$ cat src/biou_div_cell.sv
// biou_div_cell: one restoring division step; a row of these forms the divider.
// No dependencies.
module biou_div_cell #(
  parameter int UW = 33,
  parameter int QW = 17
) (
  input  logic          clk_i,
  input  logic          en_i,
  input  logic [UW:0]   r_i,
  input  logic [QW-1:0] q_i,
  input  logic [UW-1:0] uni_i,
  input  logic          kill_i,
  output logic [UW:0]   r_o,
  output logic [QW-1:0] q_o,
  output logic [UW-1:0] uni_o,
  output logic          kill_o
);
  logic          qbit;
  logic [UW-1:0] rem;
  logic [UW:0]   r_d, r_q;
  logic [QW-1:0] q_d, q_q;
  logic [UW-1:0] uni_q;
  logic          kill_q;

  assign qbit = (r_i >= {1'b0, uni_i});
  assign rem  = UW'(r_i - (qbit ? {1'b0, uni_i} : '0));
  // remainder is below the divisor, so the shift cannot overflow
  assign r_d  = {rem, 1'b0};
  assign q_d  = {q_i[QW-2:0], qbit};

  always_ff @(posedge clk_i) begin
    if (en_i) begin
      r_q    <= r_d;
      q_q    <= q_d;
      uni_q  <= uni_i;
      kill_q <= kill_i;
    end
  end

  assign r_o    = r_q;
  assign q_o    = q_q;
  assign uni_o  = uni_q;
  assign kill_o = kill_q;

endmodule

$ cat config.mk
export PLATFORM = sky130hd
export DESIGN_NAME = biou_div_cell
export DESIGN_NICKNAME = d
export VERILOG_FILES = /design/src/biou_div_cell.sv
export SDC_FILE = /design/constraint.sdc
export NUM_CORES = 1
export LEC_CHECK = 0
export BUFFER_PORTS_ARGS = -buffer_cell sky130_fd_sc_hd__buf_2
export CAP_MARGIN = 15
export CORE_AREA = 3 3 103 105
export DETAILED_ROUTE_END_ITERATION = 8
export DIE_AREA = 0 0 106 108
export PLACE_DENSITY_LB_ADDON = 0.05
export SKIP_CTS_REPAIR_TIMING = 1
export SLEW_MARGIN = 20
export SYNTH_ARGS = -nofsm -noshare
export SYNTH_HDL_FRONTEND = slang
export SYNTH_SLANG_ARGS = --single-unit
$ cat constraint.sdc
create_clock -name clk_i -period 12.05 [get_ports clk_i]
set_input_delay 1.205 -clock clk_i [delete_from_list [all_inputs] [get_ports clk_i]]
set_output_delay 1.205 -clock clk_i [all_outputs]
set_load 0.01 [all_outputs]
==> impl_metrics.ini <==
[global_route]
overflow = 0
grt_max_degree = 85
grt_pass1_wl_um = 18800
grt_antenna_before_repair = 0
grt_usage_pct = 20.7
grt_pass1_vias = 3987

[run]
drv_cap = 0

[place]
pre_cts_slack_ns = 5.93
io_buffers = 169
hpwl_um = 9370
place_area_um2 = 6240
dp_cells = 769
gp_congestion = 0.880

[clock_network]
cts.sinks = 84
cts_made_buffers = 9
cts_tree = yes
clockBufferDepth = 2
clockRootBuffer = clkbuf_8
clkTransAtPathRegs_ns = 0.09
htree_levels = 3

[final_layout]
antenna_cells = 0
final_area_um2 = 6430
drive_above_1_share_pct = 31.3
final_cells = 785
layout_commonest_cell = buf_2
layout_common_cells = buf_2, edfxtp_1, ha_1
fin_util_pct = 66.1
nets = 800
area_growth_pct = 21.5

[routing]
drt-total-wl_um = 12000
drtPass1Iterations = 4
drc = 0
routedWlPerCell_um = 15.3
via_count = 4157
viasPerCell = 5.30
drtIter0Drc = 148
antenna_left = 0

[timing]
timing.final.crit_share_pct = 47.6
slew_headroom_pct = 30.5
hold_viol = 0
worst_pin_slew_ns = 1.04
slew_viol_final = 0
rsz0062_at_grt = no
max_freq_ghz = 0.174
finalCriticalPeriod_ns = 5.74
setup_slack_ns = 6.31
setup_viol_count_final = 0
finalSetupTns_ns = 0

[hold_path]
hp-class = in -> reg

[status]
status = complete, no violations

[synthesis]
ys.flop_type = edfxtp_1
synth-async-reset-ratio_pct = 0
synth_nets = 627
syn_inst = 474
syn_area_per_cell_um2 = 11.2
synth_area_um2 = 5300
yosysTopAreaCell = edfxtp_1
synthDominantCellAreaShare_pct = 47.6
yosys_register_bits = 84
synth_edf_count = 84
synth.area.top_cells = edfxtp_1, ha_1, nand2_1
yosysSeqAreaShare_pct = 47.6
yosysWarningCount = 0
ys_types = 63

[critical_path]
endpoint_kind = register
cp.required_ns = 12.17
cp.arrival_ns = 5.85
path_class = in -> reg
crit_path_start_kind = input port
critPathMaxFanout = 34

[die]
rows = 36
num_io_pins = 172
die_x_um = 106
die_h_um = 108
coreArea_um2 = 9730
die_area_um2 = 11400
initial_utilization_pct = 54.4

[power]
ir_drop_uv = 86.7
leakagePower_uw = 0.00305
power.density_nw_per_um2 = 128
==> metrics by stage <==
step | hold WS [ns] | power [µW]
after CTS | 0.998 | 832
after global placement | 1.38 | 621
after floorplan | 1.30 | 542
final | 1.02 | 825
after detailed placement | 1.38 | 627
after global routing | 0.989 | 873
==> cells by family (layout without fill, tap and decap cells) <==
family,Yosys count,after routing,share of synthesized area (%)
adders and majority gates,66,66,15.7
AOI/OAI and AO/OA,111,111,14.8
buffers and inverters,52,230,4.65
other,1,1,0.0708
DFF,84,84,47.6
and+or+nand+nor,131,131,12.3
xor gates and xnor gates,29,29,4.80
==> report_power, final <==
part | internal [µW] | switching, µW
sequential | 368 | 8.70
combinational | 103 | 141
clock | 96.9 | 107
total | 569 | 257
==> final timing paths <==
| kind | startpoint | endpoint | depth (start not counted) |
|---|---|---|---|
| setup / recovery | uni_i[23] | r_o[33] | 24 |
| hold / removal | q_i[3] | q_o[4] | 1 |
==> registers in the layout, summed over array words and instances (netlist names) <==
signal,count
q_o,17
kill_o,1
uni_o,33
r_o,33
==> Yosys cell counts, types with 2 or more instances <==
| cell | count |
|---|---|
| a31oi_1 | 3 |
| nand2_1 | 53 |
| nor2b_1 | 5 |
| o21ai_0 | 17 |
| buf_4 | 2 |
| a211oi_1 | 3 |
| o211ai_1 | 3 |
| nand3_1 | 8 |
| a21o_1 | 20 |
| o21ai_1 | 3 |
| edfxtp_1 | 84 |
| o311a_1 | 2 |
| nand4_1 | 7 |
| ha_1 | 65 |
| xnor2_1 | 21 |
| buf_6 | 2 |
| and3_1 | 4 |
| nand2b_1 | 6 |
| clkbuf_1 | 2 |
| or3_1 | 2 |
| nor2_1 | 24 |
| o21bai_1 | 4 |
| o2111ai_1 | 2 |
| and2_1 | 3 |
| inv_1 | 44 |
| nand3_2 | 2 |
| nor3_1 | 5 |
| a22oi_1 | 2 |
| a21oi_1 | 34 |
| xor2_1 | 8 |
| o21a_1 | 2 |
==> metal layers <==
metal	global-route usage [%]	vias up	routed length, µm
li1	-	2076	-
met1	25.3	1918	5050
met2	36.0	140	5940
met3	4.66	23	697
met4	8.05	0	310
met5	0	-	0
==> worst max-delay path, cell delays in order <==
cell	delay, ns
buf_2	0.11
inv_1	0.04
ha_1	0.29
a21o_1	0.19
a21o_1	0.17
a21oi_1	0.18
and3b_1	0.26
nand4_1	0.20
nand2_1	0.10
o21ai_0	0.07
a21o_1	0.16
buf_4	0.24
and2_1	0.21
ha_1	0.21
fa_1	0.41
nand2b_1	0.19
a21oi_1	0.18
nor3_1	0.14
o41ai_4	0.42
nand2_1	0.13
a31oi_1	0.33
o41ai_2	0.13
o21ai_1	0.18
xnor2_1	0.08
==> final cells by class <==
type	count	area, µm²
Clock inverter	7	73.8
Tap cell	133	166
Inverter	44	165
Multi-Input combinational cell	338	2530
Sequential cell	84	2520
Timing Repair Buffer	170	856
Fill cell	818	3300
Clock buffer	9	124
Power figures use the tool's default switching activity.
