===== src/biou_pkg.sv =====
// biou_pkg: shared types for the box IoU pipeline.
// No dependencies; imported by biou_axis and box_intersection_over_union.
package biou_pkg;

  // Load enables for the three registers of one axis overlap slice.
  typedef struct packed {
    logic prep;   // doubled centres, extent sum, extent limit
    logic diff;   // centre difference
    logic clip;   // overlap, clamped to the smaller extent
  } axis_en_t;

endpackage


===== src/biou_axis.sv =====
// biou_axis: three-register overlap slice for one axis, in half-units.
// Depends on biou_pkg (axis_en_t).
module biou_axis #(
  parameter int CW = 16
) (
  input  logic                 clk_i,
  input  biou_pkg::axis_en_t   en_i,
  input  logic signed [CW-1:0] org_a_i,
  input  logic signed [CW-1:0] ext_a_i,
  input  logic signed [CW-1:0] org_b_i,
  input  logic signed [CW-1:0] ext_b_i,
  output logic signed [CW+3:0] ovl_o
);
  import biou_pkg::*;

  localparam int DW = CW + 4;

  logic signed [DW-1:0] oa, ea, ob, eb;
  logic signed [DW-1:0] pa_d, pa_q, pb_d, pb_q, esum_d, esum_q, lim_d, lim_q;
  logic signed [DW-1:0] dif_d, dif_q, esum2_q, lim2_q;
  logic signed [DW-1:0] ovr, ovl_d, ovl_q;

  assign oa = DW'(org_a_i);
  assign ea = DW'(ext_a_i);
  assign ob = DW'(org_b_i);
  assign eb = DW'(ext_b_i);

  // twice the centre of each box, and the clamp limit 2*min(ext)
  assign pa_d   = (oa <<< 1) + ea;
  assign pb_d   = (ob <<< 1) + eb;
  assign esum_d = ea + eb;
  assign lim_d  = ((ea < eb) ? ea : eb) <<< 1;

  assign dif_d = pa_q - pb_q;

  // esum - |d|, folded into one add or subtract
  assign ovr   = dif_q[DW-1] ? (esum2_q + dif_q) : (esum2_q - dif_q);
  assign ovl_d = (ovr > lim2_q) ? lim2_q : ovr;

  always_ff @(posedge clk_i) begin
    if (en_i.prep) begin
      pa_q   <= pa_d;
      pb_q   <= pb_d;
      esum_q <= esum_d;
      lim_q  <= lim_d;
    end
    if (en_i.diff) begin
      dif_q   <= dif_d;
      esum2_q <= esum_q;
      lim2_q  <= lim_q;
    end
    if (en_i.clip) begin
      ovl_q <= ovl_d;
    end
  end

  assign ovl_o = ovl_q;

endmodule


===== config.mk =====
export PLATFORM = sky130hd
export DESIGN_NAME = biou_axis
export DESIGN_NICKNAME = d
export VERILOG_FILES = /design/src/biou_pkg.sv /design/src/biou_axis.sv
export SDC_FILE = /design/constraint.sdc
export NUM_CORES = 1
export LEC_CHECK = 0
export BUFFER_PORTS_ARGS = -buffer_cell sky130_fd_sc_hd__buf_2
export CORE_MARGIN = 2
export CORE_UTILIZATION = 45
export CTS_CLUSTER_DIAMETER = 80
export DETAILED_ROUTE_END_ITERATION = 8
export PLACE_DENSITY = 0.65
export SYNTH_ARGS = -nofsm -noshare
export SYNTH_HDL_FRONTEND = slang
export SYNTH_SLANG_ARGS = --single-unit
export TNS_END_PERCENT = 30

===== constraint.sdc =====
create_clock -name clk_i -period 5.1 [get_ports clk_i]
set_input_delay 1.275 -clock clk_i [delete_from_list [all_inputs] [get_ports clk_i]]
set_output_delay 1.275 -clock clk_i [all_outputs]
set_load 0.1 [all_outputs]

==> impl_metrics.xml, run 1 <==
<?xml version="1.0" encoding="UTF-8"?>
<metrics>
  <group name="place">
    <metric name="hpwl" unit="um">17300</metric>
    <metric name="gpl.final_weighted_congestion" unit="">0.873</metric>
    <metric name="detailed_place.area" unit="sq um">11300</metric>
    <metric name="count_of_buffers_from_port_buffering" unit="">87</metric>
    <metric name="worst_setup_slack_before_clock_tree_synthesis" unit="ns">-0.0498</metric>
  </group>
  <group name="yosys">
    <metric name="post_synth_inst_count" unit="">1007</metric>
    <metric name="synthesis_stage_register_bit_count" unit="">142</metric>
    <metric name="ys.flop_type" unit="">edfxtp_1</metric>
    <metric name="ys.warnings.count" unit="">0</metric>
    <metric name="synth_area" unit="sq um">10400</metric>
    <metric name="synth_top_area_share" unit="%">40.9</metric>
    <metric name="synth.lib_cells_used.distinct" unit="">70</metric>
    <metric name="synth_area_per_cell" unit="sq um">10.4</metric>
    <metric name="yosysSeqAreaShare" unit="%">40.9</metric>
    <metric name="synth.area.top_cells" unit="">edfxtp_1 41%, ha_1 15%, inv_1 3.8%</metric>
    <metric name="syn_nets" unit="">1201</metric>
    <metric name="yosys.area.top_type" unit="">edfxtp_1</metric>
    <metric name="synth.most_common_cell" unit="">edfxtp_1</metric>
    <metric name="asyncSetResetFlopFracSynth" unit="%">0</metric>
    <metric name="synth-edff-count" unit="">142</metric>
    <metric name="synth_top_cells_by_count" unit="">142 x edfxtp_1, 121 x ha_1, 106 x inv_1, 70 x nor2_1, 69 x a21oi_1</metric>
  </group>
  <group name="timing">
    <metric name="hold_violations" unit="">0</metric>
    <metric name="final_worst_setup_slack" unit="ns">-0.0856</metric>
    <metric name="timing_max_transition_violations_final" unit="">0</metric>
    <metric name="final-setup-viol-count" unit="">18</metric>
    <metric name="relative_slew_slack" unit="%">24.5</metric>
    <metric name="transition_time_at_the_pin_with_the_least_slew_margin" unit="ns">1.13</metric>
    <metric name="finClkSkew" unit="ns">0.0165</metric>
    <metric name="period_share" unit="%">102</metric>
    <metric name="period_needed" unit="ns">5.19</metric>
    <metric name="tns" unit="ns">-1.05</metric>
    <metric name="rsz0062_at_grt" unit="">yes</metric>
    <metric name="maxClockFrequency" unit="GHz">0.193</metric>
  </group>
  <group name="global_routing">
    <metric name="globalRouteTotalUtil" unit="%">18.7</metric>
    <metric name="pin_count_of_the_biggest_net_entering_global_routing" unit="">54</metric>
    <metric name="antenna_violations_before_repair" unit="">0</metric>
    <metric name="first_global_vias" unit="">7483</metric>
    <metric name="grt_first_pass_wirelength" unit="um">35800</metric>
    <metric name="grt_overflow_total" unit="">0</metric>
  </group>
  <group name="worst_setup_path">
    <metric name="worstSetupPathType" unit="">reg -&gt; reg</metric>
    <metric name="worst_ep_required_time" unit="ns">5.27</metric>
    <metric name="reg2reg_setup_slack" unit="ns">-0.09</metric>
    <metric name="worstSetupEndpointType" unit="">register</metric>
    <metric name="reg2reg_depth" unit="">20</metric>
    <metric name="critical_path.startpoint_type" unit="">register</metric>
    <metric name="timing.critical_path.arrival" unit="ns">5.36</metric>
    <metric name="cp_max_fo" unit="">6</metric>
  </group>
  <group name="floorplan">
    <metric name="die_x" unit="um">156</metric>
    <metric name="dieHeight" unit="um">156</metric>
    <metric name="placementRows" unit="">55</metric>
    <metric name="core_area" unit="sq um">22700</metric>
    <metric name="floorplan.die_area" unit="sq um">24400</metric>
    <metric name="start_util" unit="%">45.9</metric>
    <metric name="io-pin-count" unit="">88</metric>
  </group>
  <group name="route">
    <metric name="vias" unit="">7812</metric>
    <metric name="post_drt_wl_per_cell" unit="um">15.8</metric>
    <metric name="drc" unit="">0</metric>
    <metric name="first_iter_violations" unit="">349</metric>
    <metric name="via_per_inst" unit="">5.46</metric>
    <metric name="firstDrtPassIters" unit="">5</metric>
    <metric name="drt-total-wl" unit="um">22600</metric>
    <metric name="route.antenna.remaining_nets" unit="">0</metric>
  </group>
  <group name="power_and_ir_drop">
    <metric name="p_per_area" unit="nW/um^2">568</metric>
    <metric name="irDropWorstVdd" unit="uV">424</metric>
    <metric name="p_leak" unit="uW">0.00532</metric>
  </group>
  <group name="clocking">
    <metric name="clock_tree.root_cell" unit="">clkbuf_16</metric>
    <metric name="worst_path_clk_slew" unit="ns">0.06</metric>
    <metric name="tritoncts" unit="">yes</metric>
    <metric name="cts.sink_count" unit="">142</metric>
    <metric name="insertion_delay" unit="ns">0.43</metric>
    <metric name="cts_htree_levels" unit="">4</metric>
    <metric name="max-clock-path-buffers" unit="">2</metric>
    <metric name="cts_made_buffers" unit="">17</metric>
  </group>
  <group name="outcome">
    <metric name="failing_checks" unit="">negative setup slack</metric>
    <metric name="status" unit="">finished, violations left</metric>
  </group>
  <group name="layout">
    <metric name="proportion_of_layout_cells_with_a_drive_suffix_above_1" unit="%">20.9</metric>
    <metric name="area_delta_synth_final" unit="%">16.9</metric>
    <metric name="fin_nets" unit="">1327</metric>
    <metric name="finalInstanceArea" unit="sq um">12200</metric>
    <metric name="antennaDiodeCount" unit="">0</metric>
  </group>
  <group name="worst_hold_path">
    <metric name="worst_hold_path.num_cells" unit="">0</metric>
    <metric name="hold_path.class" unit="">reg -&gt; reg</metric>
  </group>
  <group name="flow_run">
    <metric name="total_of_max_cap_violations" unit="">0</metric>
  </group>
</metrics>
-- metal layers --
| metal | track usage, % | routed length [um] |
|---|---|---|
| met5 | 0 | 0 |
| met4 | 6.38 | 445 |
| met3 | 3.16 | 931 |
| met2 | 31.3 | 10600 |
| met1 | 24.7 | 10700 |
-- state kept, by name, summed over array words and instances (netlist names) --
| register | cells |
|---|---|
| dif_q | 20 |
| esum_q | 17 |
| esum2_q | 17 |
| lim_q | 16 |
| lim2_q | 16 |
| pa_q | 18 |
| pb_q | 18 |
| ovl_o | 20 |
-- report_power, final --
| group | switching [uW] | internal (uW) | leakage (uW) |
|---|---|---|---|
| clock | 487 | 717 | 0.000283 |
| sequential | 99.8 | 1660 | 0.00139 |
| combinational | 2290 | 1660 | 0.00364 |
-- through the flow --
stage	power [uW]	cells	hold WS, ns	util (%)
2_1_floorplan	4570	1007	0.400	-
3_3_place_gp	5220	1383	0.404	49.7
3_5_place_dp	5270	1383	0.405	49.7
4_1_cts	6700	1423	0.418	52.7
5_1_grt	7360	1431	0.425	53.7
6_report	6920	1431	0.417	53.7
-- path summary, 6_finish.rpt --
path	from	to
max	dif_q[3]	ovl_o[18]
min	esum_q[10]	esum2_q[10]
max reg2reg	dif_q[3]	ovl_o[18]
min reg2reg	esum_q[10]	esum2_q[10]
-- cell usage in the layout (no fill, tap or decap), types with 4 or more instances in the layout --
master,n
xnor2_1,39
o21bai_1,6
or3_1,7
nand4_1,14
o211ai_1,7
a211oi_1,7
xor2_1,26
o21a_1,19
nor2b_1,22
nor2_1,68
nand3_1,23
a31oi_1,14
edfxtp_1,142
mux2_4,14
a2111oi_0,5
clkinv_2,5
mux2_2,22
o21ai_0,43
o21ai_1,5
nand2b_1,11
clkbuf_16,17
inv_6,4
nand2_1,30
nor3_1,33
inv_1,106
ha_1,117
mux2i_1,10
buf_2,87
and2_1,5
a21oi_2,11
buf_4,30
a21o_1,28
a211o_1,5
and3_1,8
fa_1,5
a21oi_1,59
buf_6,5
-- layout make-up --
type                            instances  area, sq um
Multi-Input combinational cell        743         5880
Sequential cell                       142         4260
Tap cell                              285          357
Fill cell                            2031        10500
Clock inverter                         15          144
Timing Repair Buffer                  122          717
Clock buffer                           17          425
Inverter                              107          402
-- worst max-delay path, stage by stage, from the launching register on --
cell      delay (ns)
edfxtp_1        0.38
or3_4           0.40
or4_4           0.51
nor2b_1         0.16
xor2_1          0.26
ha_4            0.28
nand2_1         0.07
o21a_1          0.17
nor2_1          0.08
nor3_1          0.34
a21oi_1         0.15
nor3_2          0.27
ha_1            0.29
nand4_1         0.16
nor4_2          0.07
o21ai_1         0.08
nand2_1         0.11
nor4_4          0.31
buf_6           0.17
mux2_4          0.36
mux2_4          0.31
-- timing repair --
action	in CTS	in global routing
setup buffers	5	8
cloned	3	0
pin swaps	9	35
endpoints found under the setup margin	18	20
hold buffers	0	0
gates resized for setup	10	40
-- cells by family (layout without fill, tap and decap cells) --
kind of cell	Yosys count	in the layout	share of synthesized area [%]
AO/OA/AOI/OAI	248	248	15.3
XOR/XNOR	66	66	5.61
adder cells (fa/ha/maj)	126	126	15.5
buffers and inverters	125	261	4.74
flip-flops	142	142	40.9
multiplexers	43	46	4.92
AND/OR/NAND/NOR	257	257	13.0
Power figures use the tool's default switching activity.
==> run 2: changes to the inputs <==
==> constraint.sdc (replaced) <==
create_clock -name clk_i -period 5.1 [get_ports clk_i]
set_input_delay 1.02 -clock clk_i [delete_from_list [all_inputs] [get_ports clk_i]]
set_output_delay 1.02 -clock clk_i [all_outputs]
set_load 0.1 [all_outputs]
==> impl_metrics.xml, run 2 (same netlist as run 1, synthesis figures left out) <==
<?xml version="1.0" encoding="UTF-8"?>
<metrics>
  <group name="clocking">
    <metric name="cts.sink_count" unit="">142</metric>
    <metric name="worst_path_clk_slew" unit="ns">0.06</metric>
    <metric name="cts_htree_levels" unit="">4</metric>
    <metric name="cts_made_buffers" unit="">17</metric>
    <metric name="insertion_delay" unit="ns">0.42</metric>
    <metric name="max-clock-path-buffers" unit="">2</metric>
    <metric name="tritoncts" unit="">yes</metric>
    <metric name="clock_tree.root_cell" unit="">clkbuf_16</metric>
    <metric name="post_cts_hold_buffer_count" unit="">0</metric>
  </group>
  <group name="floorplan">
    <metric name="floorplan.die_area" unit="sq um">24400</metric>
    <metric name="start_util" unit="%">45.9</metric>
    <metric name="placementRows" unit="">55</metric>
    <metric name="io-pin-count" unit="">88</metric>
    <metric name="core_area" unit="sq um">22700</metric>
    <metric name="die_x" unit="um">156</metric>
    <metric name="dieHeight" unit="um">156</metric>
  </group>
  <group name="timing">
    <metric name="period_needed" unit="ns">5.23</metric>
    <metric name="hold_violations" unit="">0</metric>
    <metric name="rsz0062_at_grt" unit="">yes</metric>
    <metric name="timing_max_transition_violations_final" unit="">0</metric>
    <metric name="final_worst_setup_slack" unit="ns">-0.132</metric>
    <metric name="final-setup-viol-count" unit="">18</metric>
    <metric name="finClkSkew" unit="ns">0.0135</metric>
    <metric name="worst_hold_slack" unit="ns">0.412</metric>
    <metric name="period_share" unit="%">103</metric>
    <metric name="relative_slew_slack" unit="%">18.0</metric>
    <metric name="maxClockFrequency" unit="GHz">0.191</metric>
    <metric name="transition_time_at_the_pin_with_the_least_slew_margin" unit="ns">1.20</metric>
  </group>
  <group name="layout">
    <metric name="area_delta_synth_final" unit="%">17.0</metric>
    <metric name="fin_nets" unit="">1329</metric>
    <metric name="layout_commonest_cell" unit="">edfxtp_1</metric>
    <metric name="antennaDiodeCount" unit="">0</metric>
    <metric name="proportion_of_layout_cells_with_a_drive_suffix_above_1" unit="%">20.7</metric>
    <metric name="most-common-layout-cells" unit="">142 x edfxtp_1, 118 x ha_1, 106 x inv_1</metric>
  </group>
  <group name="global_routing">
    <metric name="pin_count_of_the_biggest_net_entering_global_routing" unit="">54</metric>
    <metric name="grt_overflow_total" unit="">0</metric>
    <metric name="first_global_vias" unit="">7521</metric>
    <metric name="antenna_violations_before_repair" unit="">0</metric>
    <metric name="grt_first_pass_wirelength" unit="um">35800</metric>
    <metric name="globalRouteTotalUtil" unit="%">18.6</metric>
  </group>
  <group name="route">
    <metric name="drc" unit="">0</metric>
    <metric name="route.antenna.remaining_nets" unit="">0</metric>
    <metric name="vias" unit="">7842</metric>
    <metric name="first_iter_violations" unit="">363</metric>
    <metric name="drt-total-wl" unit="um">22700</metric>
    <metric name="via_per_inst" unit="">5.48</metric>
    <metric name="post_drt_wl_per_cell" unit="um">15.8</metric>
    <metric name="firstDrtPassIters" unit="">5</metric>
  </group>
  <group name="power_and_ir_drop">
    <metric name="comb_power_share" unit="%">57.1</metric>
    <metric name="power_switching" unit="uW">2890</metric>
    <metric name="irDropWorstVdd" unit="uV">365</metric>
    <metric name="total_power_draw" unit="uW">6940</metric>
    <metric name="power_report.internal_total" unit="uW">4050</metric>
    <metric name="p_leak" unit="uW">0.00533</metric>
    <metric name="power_switching_share" unit="%">41.7</metric>
    <metric name="power.sequential.fraction" unit="%">25.5</metric>
    <metric name="share_clk_of_total_power" unit="%">17.4</metric>
    <metric name="p_per_area" unit="nW/um^2">569</metric>
  </group>
  <group name="worst_setup_path">
    <metric name="rr_startpoint" unit="">dif_q[3]</metric>
    <metric name="cpMaxStageDelayCell" unit="">or4_4</metric>
    <metric name="worst_ep_required_time" unit="ns">5.27</metric>
    <metric name="critical_path.startpoint_type" unit="">register</metric>
    <metric name="critical_path.max_stage_delay" unit="ns">0.51</metric>
    <metric name="worstSetupEndpointType" unit="">register</metric>
    <metric name="crit_chain" unit="">or3_4 &gt; or4_4 &gt; nor2_4 &gt; buf_6 &gt; a21oi_1 &gt; xnor2_1 &gt; ha_1 &gt; a21oi_1 &gt; a21boi_0 &gt; o21ai_1 &gt; nor3_1 &gt; a211oi_2 &gt; o311ai_4 &gt; ha_1 &gt; nand4_1 &gt; nor4_2 &gt; o21ai_1 &gt; nand2_1 &gt; nor4_4 &gt; buf_6 &gt; mux2_4 &gt; mux2_4</metric>
    <metric name="timing.critical_path.arrival" unit="ns">5.40</metric>
    <metric name="worstSetupPathType" unit="">reg -&gt; reg</metric>
    <metric name="cp_max_fo" unit="">5</metric>
    <metric name="crit_family" unit="">simple AND/OR/NAND/NOR gates</metric>
    <metric name="reg2reg_setup_slack" unit="ns">-0.13</metric>
    <metric name="worst-path-buf-inv" unit="">2</metric>
    <metric name="critical_path.reg2reg.endpoint" unit="">ovl_o[14]</metric>
    <metric name="reg2reg_depth" unit="">22</metric>
  </group>
  <group name="outcome">
    <metric name="failing_checks" unit="">negative setup slack</metric>
    <metric name="status" unit="">finished, violations left</metric>
  </group>
  <group name="flow_run">
    <metric name="total_of_max_cap_violations" unit="">0</metric>
  </group>
  <group name="worst_hold_path">
    <metric name="hold_path.class" unit="">reg -&gt; reg</metric>
    <metric name="worst_hold_path.num_cells" unit="">0</metric>
    <metric name="hold_start" unit="">esum_q[13]</metric>
    <metric name="hold_end" unit="">esum2_q[13]</metric>
  </group>
  <group name="place">
    <metric name="count_of_buffers_from_port_buffering" unit="">87</metric>
    <metric name="hpwl" unit="um">17300</metric>
    <metric name="gpl.final_weighted_congestion" unit="">0.854</metric>
  </group>
</metrics>
-- run 2: cell count changes in the layout (fill, tap and decap cells not counted), sizes merged --
cell and change:
buf +2, clkinv -1, clkbuf +1, inv -1
-- run 2: worst max path at each step --
stage | slack (ns) | cells past startpoint | from | endpoint
6_report | -0.13 | 22 | dif_q[3] | ovl_o[14]
5_1_grt | -0.32 | 22 | dif_q[3] | ovl_o[14]
4_1_cts | 0.001 | 22 | dif_q[5] | ovl_o[14]
3_5_place_dp | -0.07 | 19 | dif_q[5] | ovl_o[6]
3_3_place_gp | 0.05 | 21 | dif_q[5] | ovl_o[15]
2_1_floorplan | 0.006 | 23 | dif_q[3] | ovl_o[10]
-- run 2: timing repair --
action | CTS | global route
pin swaps | 9 | 27
resized for setup | 9 | 36
cloned | 3 | 0
endpoints found under the setup margin | 18 | 20
buffers inserted | 6 | 7
-- run 2: through the flow --
stage / setup WS, ns / instance area, sq um / utilization (%) / std cells / setup TNS (ns)
2_1_floorplan: 0.00557 / 10400 / - / 1007 / 0
3_3_place_gp: 0.0476 / 11300 / 49.8 / 1385 / 0
3_5_place_dp: -0.0678 / 11300 / 49.8 / 1385 / -0.909
4_1_cts: 0.00137 / 12000 / 52.8 / 1425 / 0
5_1_grt: -0.319 / 12200 / 53.7 / 1432 / -5.48
6_report: -0.132 / 12200 / 53.7 / 1432 / -1.89
-- run 2: power by group through the flow --
stage	logic (uW)	clock network [uW]	registers [uW]
2_1_floorplan	2180	0	2390
3_3_place_gp	3460	0	1790
3_5_place_dp	3510	0	1790
4_1_cts	3720	1230	1770
5_1_grt	4270	1280	1790
6_report	3960	1210	1770
-- run 2: final cells by class --
cell class	instances	area, sq um
Tap cell	285	357
Fill cell	2018	10500
Sequential cell	142	4260
Multi-Input combinational cell	743	5890
Timing Repair Buffer	124	721
Inverter	107	402
Clock buffer	18	429
Clock inverter	13	139
-- run 2: metal layers --
metal	vias up	part of all wire, %	GRT usage (%)
met5	-	0	0
met1	3651	47	24.1
met4	0	2.0	6.42
met3	26	3.6	3.16
li1	3982	-	-
met2	183	47	31.7
